## src/rtl/core/gmec_pkg.sv

```systemverilog
// Shared constants, types and state codes for the greedy mesh element coloring block.
package gmec_pkg;

	// Node memory geometry: node numbers index the memory directly
	localparam int NODE_DEPTH        = 16384;
	localparam int NODE_W            = 14;
	localparam int NODE_AW           = $clog2(NODE_DEPTH);

	// Color set
	localparam int MAX_COLORS        = 32;
	localparam int COLOR_W           = 5;
	localparam int TOTAL_W           = 6;

	// Element shape
	localparam int NODES_PER_ELEMENT = 8;
	localparam int CNT_W             = 4;
	localparam int KW                = $clog2(NODES_PER_ELEMENT);
	localparam int IDX_W             = 16;

	// Operation codes
	localparam logic OP_COLOR = 1'b0;
	localparam logic OP_CLEAR = 1'b1;

	// Node memory access request
	typedef struct packed {
		logic                  we;
		logic [NODE_AW-1:0]    addr;
		logic [MAX_COLORS-1:0] wdata;
	} ram_req_t;

	// Sequencer states, one-hot
	typedef enum logic [6:0] {
		ST_IDLE  = 7'b0000001,
		ST_CLEAR = 7'b0000010,
		ST_READ  = 7'b0000100,
		ST_DRAIN = 7'b0001000,
		ST_PICK  = 7'b0010000,
		ST_WRITE = 7'b0100000,
		ST_DONE  = 7'b1000000
	} state_t;

endpackage

```

## src/rtl/core/gmec_pick.sv

```systemverilog
// Blocked-color accumulator and lowest-free-color encoder.
module gmec_pick (
	input  logic                             clk,
	input  logic                             arst_n,
	input  logic                             clr,
	input  logic                             acc_en,
	input  logic [gmec_pkg::MAX_COLORS-1:0]  acc_mask,
	input  logic                             eval,
	output logic [gmec_pkg::COLOR_W-1:0]     color,
	output logic                             overflow
);

	logic [gmec_pkg::MAX_COLORS-1:0] blocked_q;
	logic [gmec_pkg::MAX_COLORS-1:0] free_set;
	logic [gmec_pkg::MAX_COLORS-1:0] low_bit;
	logic [gmec_pkg::COLOR_W-1:0]    enc;
	logic [gmec_pkg::COLOR_W-1:0]    color_q;
	logic                            overflow_q;

	// Accumulate the OR of the node masks of one element
	always_ff @(posedge clk or negedge arst_n) begin
		if (!arst_n) begin
			blocked_q <= '0;
		end else if (clr) begin
			blocked_q <= '0;
		end else if (acc_en) begin
			blocked_q <= blocked_q | acc_mask;
		end
	end

	// Isolate the lowest free color and encode it
	assign free_set = ~blocked_q;
	assign low_bit  = free_set & (~free_set + gmec_pkg::MAX_COLORS'(1));

	always_comb begin
		enc = '0;
		for (int b = 0; b < gmec_pkg::MAX_COLORS; b++) begin
			if (low_bit[b]) begin
				enc = enc | gmec_pkg::COLOR_W'(b);
			end
		end
	end

	// Hold the chosen color; saturate when every color is blocked
	always_ff @(posedge clk or negedge arst_n) begin
		if (!arst_n) begin
			color_q    <= '0;
			overflow_q <= 1'b0;
		end else if (eval) begin
			overflow_q <= (free_set == '0);
			color_q    <= (free_set == '0) ? gmec_pkg::COLOR_W'(gmec_pkg::MAX_COLORS - 1) : enc;
		end
	end

	assign color    = color_q;
	assign overflow = overflow_q;

endmodule

```

## config.mk

```make
export PLATFORM = sky130hd
export DESIGN_NAME = gmec_pick
export DESIGN_NICKNAME = d
export VERILOG_FILES = /design/src/rtl/core/gmec_pkg.sv /design/src/rtl/core/gmec_pick.sv
export SDC_FILE = /design/constraint.sdc
export NUM_CORES = 1
export LEC_CHECK = 0
export BUFFER_PORTS_ARGS = -buffer_cell sky130_fd_sc_hd__buf_2
export CELL_PAD_IN_SITES_DETAIL_PLACEMENT = 1
export CELL_PAD_IN_SITES_GLOBAL_PLACEMENT = 2
export CORE_MARGIN = 1.5
export CORE_UTILIZATION = 29
export DETAILED_ROUTE_END_ITERATION = 10
export PLACE_DENSITY_LB_ADDON = 0.08
export SLEW_MARGIN = 20
export SYNTH_ARGS = -nofsm -noshare
export SYNTH_HDL_FRONTEND = slang
export SYNTH_SLANG_ARGS = --single-unit
```

## constraint.sdc

```tcl
create_clock -name clk -period 1.6 [get_ports clk]
set_clock_uncertainty 0.1 [all_clocks]
set_input_delay 0.32 -clock clk [delete_from_list [all_inputs] [get_ports clk]]
set_output_delay 0.32 -clock clk [all_outputs]
set_load 0.1 [all_outputs]
```

==> impl_metrics.env <==
export IMPL_cts_root_buf="clkbuf_8"
export IMPL_violations="DRC, setup timing"
export IMPL_r2r_end="color[3]$_DFFE_PN0P_"
export IMPL_hp_class="in -> reg"
export IMPL_status="finished with violations"
export IMPL_hold_end="blocked_q[20]$_DFFE_PN0P_"
export IMPL_synth_area_um2=1970
export IMPL_r2r_slack_ns=-0.21
export IMPL_worst_r2r_startpoint="blocked_q[25]$_DFFE_PN0P_"
export IMPL_synth_nets=259
export IMPL_htree_levels=2
export IMPL_start_kind="register"
export IMPL_worstPathArrival_ns=1.89
export IMPL_worstPathMaxFanout=3
export IMPL_final_nets=364
export IMPL_drive_above_1_share_pct=44.3
export IMPL_grt_start_max_net_pins=39
export IMPL_std_cell_rows=29
export IMPL_cts_inserted_buffers=5
export IMPL_wirelength_um=6440
export IMPL_synthesis_instances=222
export IMPL_place_gp_congestion=0.810
export IMPL_endpoint_kind="register"
export IMPL_grt_ovfl_total=0
export IMPL_setup_viol=5
export IMPL_drv_slew=0
export IMPL_drt_iter0_markers=98
export IMPL_vias=2053
export IMPL_grt_pass1_vias=2168
export IMPL_fin_ws_ns=-0.214
export IMPL_grt_antenna_before_repair=0
export IMPL_reg2reg_depth=5
export IMPL_max_cap_violations=0
export IMPL_area_growth_pct=52.5
export IMPL_postRouteAntennaNets=0
export IMPL_yosys_area_top_type_share_pct=48.3
export IMPL_die_area_um2=7290
export IMPL_cts_clk_slew_worst_paths_ns=0.07
export IMPL_hold_viol=0
export IMPL_first_pass_iters=7
export IMPL_fmax_mhz=551
export IMPL_tritoncts="built"
export IMPL_dpl_hpwl_um=4770
export IMPL_required_ns=1.68
export IMPL_yosysWarningCount=0
export IMPL_yosysTopAreaCell="dfrtp_1"
export IMPL_min_from="acc_mask[20]"
export IMPL_io_pin_count=43
export IMPL_synth_area_leaders="dfrtp_1 (48%), a21oi_1 (8.6%), nor2_1 (8.2%)"
export IMPL_initial_core_util_pct=30.5
export IMPL_syn_area_per_cell_um2=8.87
export IMPL_max_slew_margin_rel_pct=67.7
export IMPL_wl_per_cell_um=15.9
export IMPL_dieHeight_um=85.4
export IMPL_portBuffers=42
export IMPL_die_w_um=85.4
export IMPL_grt_pass1_wl_um=10800
export IMPL_grt_usage_pct=19.1
export IMPL_vias_per_cell=5.08
export IMPL_rsz0062_at_grt="true"
export IMPL_power_uw=2160
export IMPL_power_density_nw_per_um2=719
export IMPL_total_leakage_power_uw=0.00138
export IMPL_num_antenna_cells=0
export IMPL_yosysSeqAreaShare_pct=48.3
export IMPL_layout_cells_non_filler=404
export IMPL_coreArea_um2=6460
export IMPL_criticalPathCategory="reg -> reg"
export IMPL_placedCellCount=390
export IMPL_clock_latency_ns=0.29
export IMPL_worst_pin_slew_ns=0.488
export IMPL_hold_depth=3
export IMPL_drcViolationCount=2
export IMPL_cts_sinks=38
export IMPL_clock_path_buffers=2
export IMPL_yosysUniqueCellTypes=37
export IMPL_vdd_drop_max_v=0.000343
export IMPL_yosys_register_bits=38
export IMPL_finalCritPeriodShare_pct=113
export IMPL_period_minus_slack_ns=1.81
-- metrics by stage --
stage	worst slack, ns	hold WS [ns]	setup TNS (ns)	utilization, %	cell area [um2]
floorplan	-0.118	-0.0756	-0.269	-	1970
global placement	-0.303	0.206	-0.760	41.8	2700
detailed placement	-0.279	0.209	-0.938	41.8	2700
CTS	-0.178	0.148	-0.690	45.0	2910
global route	-0.258	0.163	-1.16	46.5	3000
finish	-0.214	0.158	-0.621	46.5	3000
-- report_power, final --
group	switching [uW]	internal, uW
logic	249	203
registers	60.8	1020
clock network	323	300
-- critical path, cell delays in order, from the launching register on --
cell and delay (ns):
dfrtp_1 0.38, nand3_2 0.13, buf_4 0.17, o311a_1 0.36, a221o_1 0.30, mux2_2 0.26
-- flip-flops by register name, summed over array words and instances, names as in the netlist --
signal	cells
overflow	1
blocked_q	32
color	5
-- cells in the mapped netlist --
| cell type | instances |
|---|---|
| o21ai_0 | 8 |
| o211ai_1 | 2 |
| and3_2 | 1 |
| a21boi_1 | 1 |
| nor2b_1 | 1 |
| o21ai_1 | 2 |
| a211oi_1 | 3 |
| nand4_4 | 3 |
| nand2b_1 | 4 |
| buf_6 | 1 |
| nand3_1 | 8 |
| o311a_1 | 1 |
| o21a_1 | 1 |
| a21boi_0 | 1 |
| or3_1 | 1 |
| dlygate4sd1_1 | 1 |
| o31ai_1 | 2 |
| buf_4 | 1 |
| nand2_1 | 19 |
| nor4_1 | 7 |
| a21oi_1 | 34 |
| nand4b_1 | 2 |
| nand4_1 | 4 |
| a31oi_1 | 7 |
| mux2_2 | 1 |
| nor4b_1 | 2 |
| and3_1 | 3 |
| inv_1 | 7 |
| nor2_1 | 43 |
| or2b_1 | 1 |
| clkbuf_1 | 6 |
| o211a_1 | 2 |
| nor3b_1 | 1 |
| a21bo_1 | 1 |
| nor4_4 | 1 |
| a221o_1 | 1 |
| dfrtp_1 | 38 |
-- cell type report --
type	instances	area [um2]
fillers	786	3460
multi-input cells	168	1090
flip-flops and latches	38	958
repair buffers	107	753
well taps	77	96.3
clock buffers	7	76.3
inverters	7	26.3
-- layer usage --
metal  part of all wire, %  GRT usage [%]
met1                    51           27.5
met2                    45           29.8
met3                   3.1           3.31
met4                   1.0           4.84
met5                     0              0
-- layout by cell type, fill, tap and decap left out, types with 5 or more instances in the layout --
| cell type | n |
|---|---|
| buf_4 | 57 |
| nor2_1 | 42 |
| buf_2 | 42 |
| a21oi_1 | 33 |
| dfrtp_1 | 32 |
| nand2_1 | 18 |
| inv_1 | 7 |
| a31oi_1 | 7 |
| o21ai_0 | 6 |
| dfrtp_2 | 6 |
| nor4_2 | 5 |
| clkbuf_8 | 5 |
-- repair_timing --
| item | in CTS | in global routing |
|---|---|---|
| cloned | 0 | 0 |
| endpoints found under the hold margin | 38 | 0 |
| endpoints found under the setup margin | 6 | 6 |
| pin swaps | 9 | 12 |
| gates resized for setup | 24 | 16 |
| setup buffers | 4 | 2 |
| hold buffers | 1 | 0 |
-- worst max path at each step --
stage / start / slack (ns) / end / depth (start not counted)
final: blocked_q[25]$_DFFE_PN0P_ / -0.21 / color[3]$_DFFE_PN0P_ / 5
after global routing: blocked_q[30]$_DFFE_PN0P_ / -0.26 / color[3]$_DFFE_PN0P_ / 6
after CTS: blocked_q[30]$_DFFE_PN0P_ / -0.18 / color[3]$_DFFE_PN0P_ / 6
after detailed placement: blocked_q[28]$_DFFE_PN0P_ / -0.28 / color[1]$_DFFE_PN0P_ / 7
after global placement: blocked_q[28]$_DFFE_PN0P_ / -0.30 / color[1]$_DFFE_PN0P_ / 7
after floorplan: blocked_q[30]$_DFFE_PN0P_ / -0.12 / color[3]$_DFFE_PN0P_ / 6
-- kinds of logic (layout without fill, tap and decap cells) --
| group | after synthesis | after routing | share of synthesized area, % |
|---|---|---|---|
| simple gates | 101 | 101 | 27.5 |
| compound gates | 66 | 66 | 19.8 |
| mux | 1 | 1 | 0.572 |
| flops | 38 | 38 | 48.3 |
| buf+inv | 16 | 121 | 3.88 |
Power figures use the tool's default switching activity.
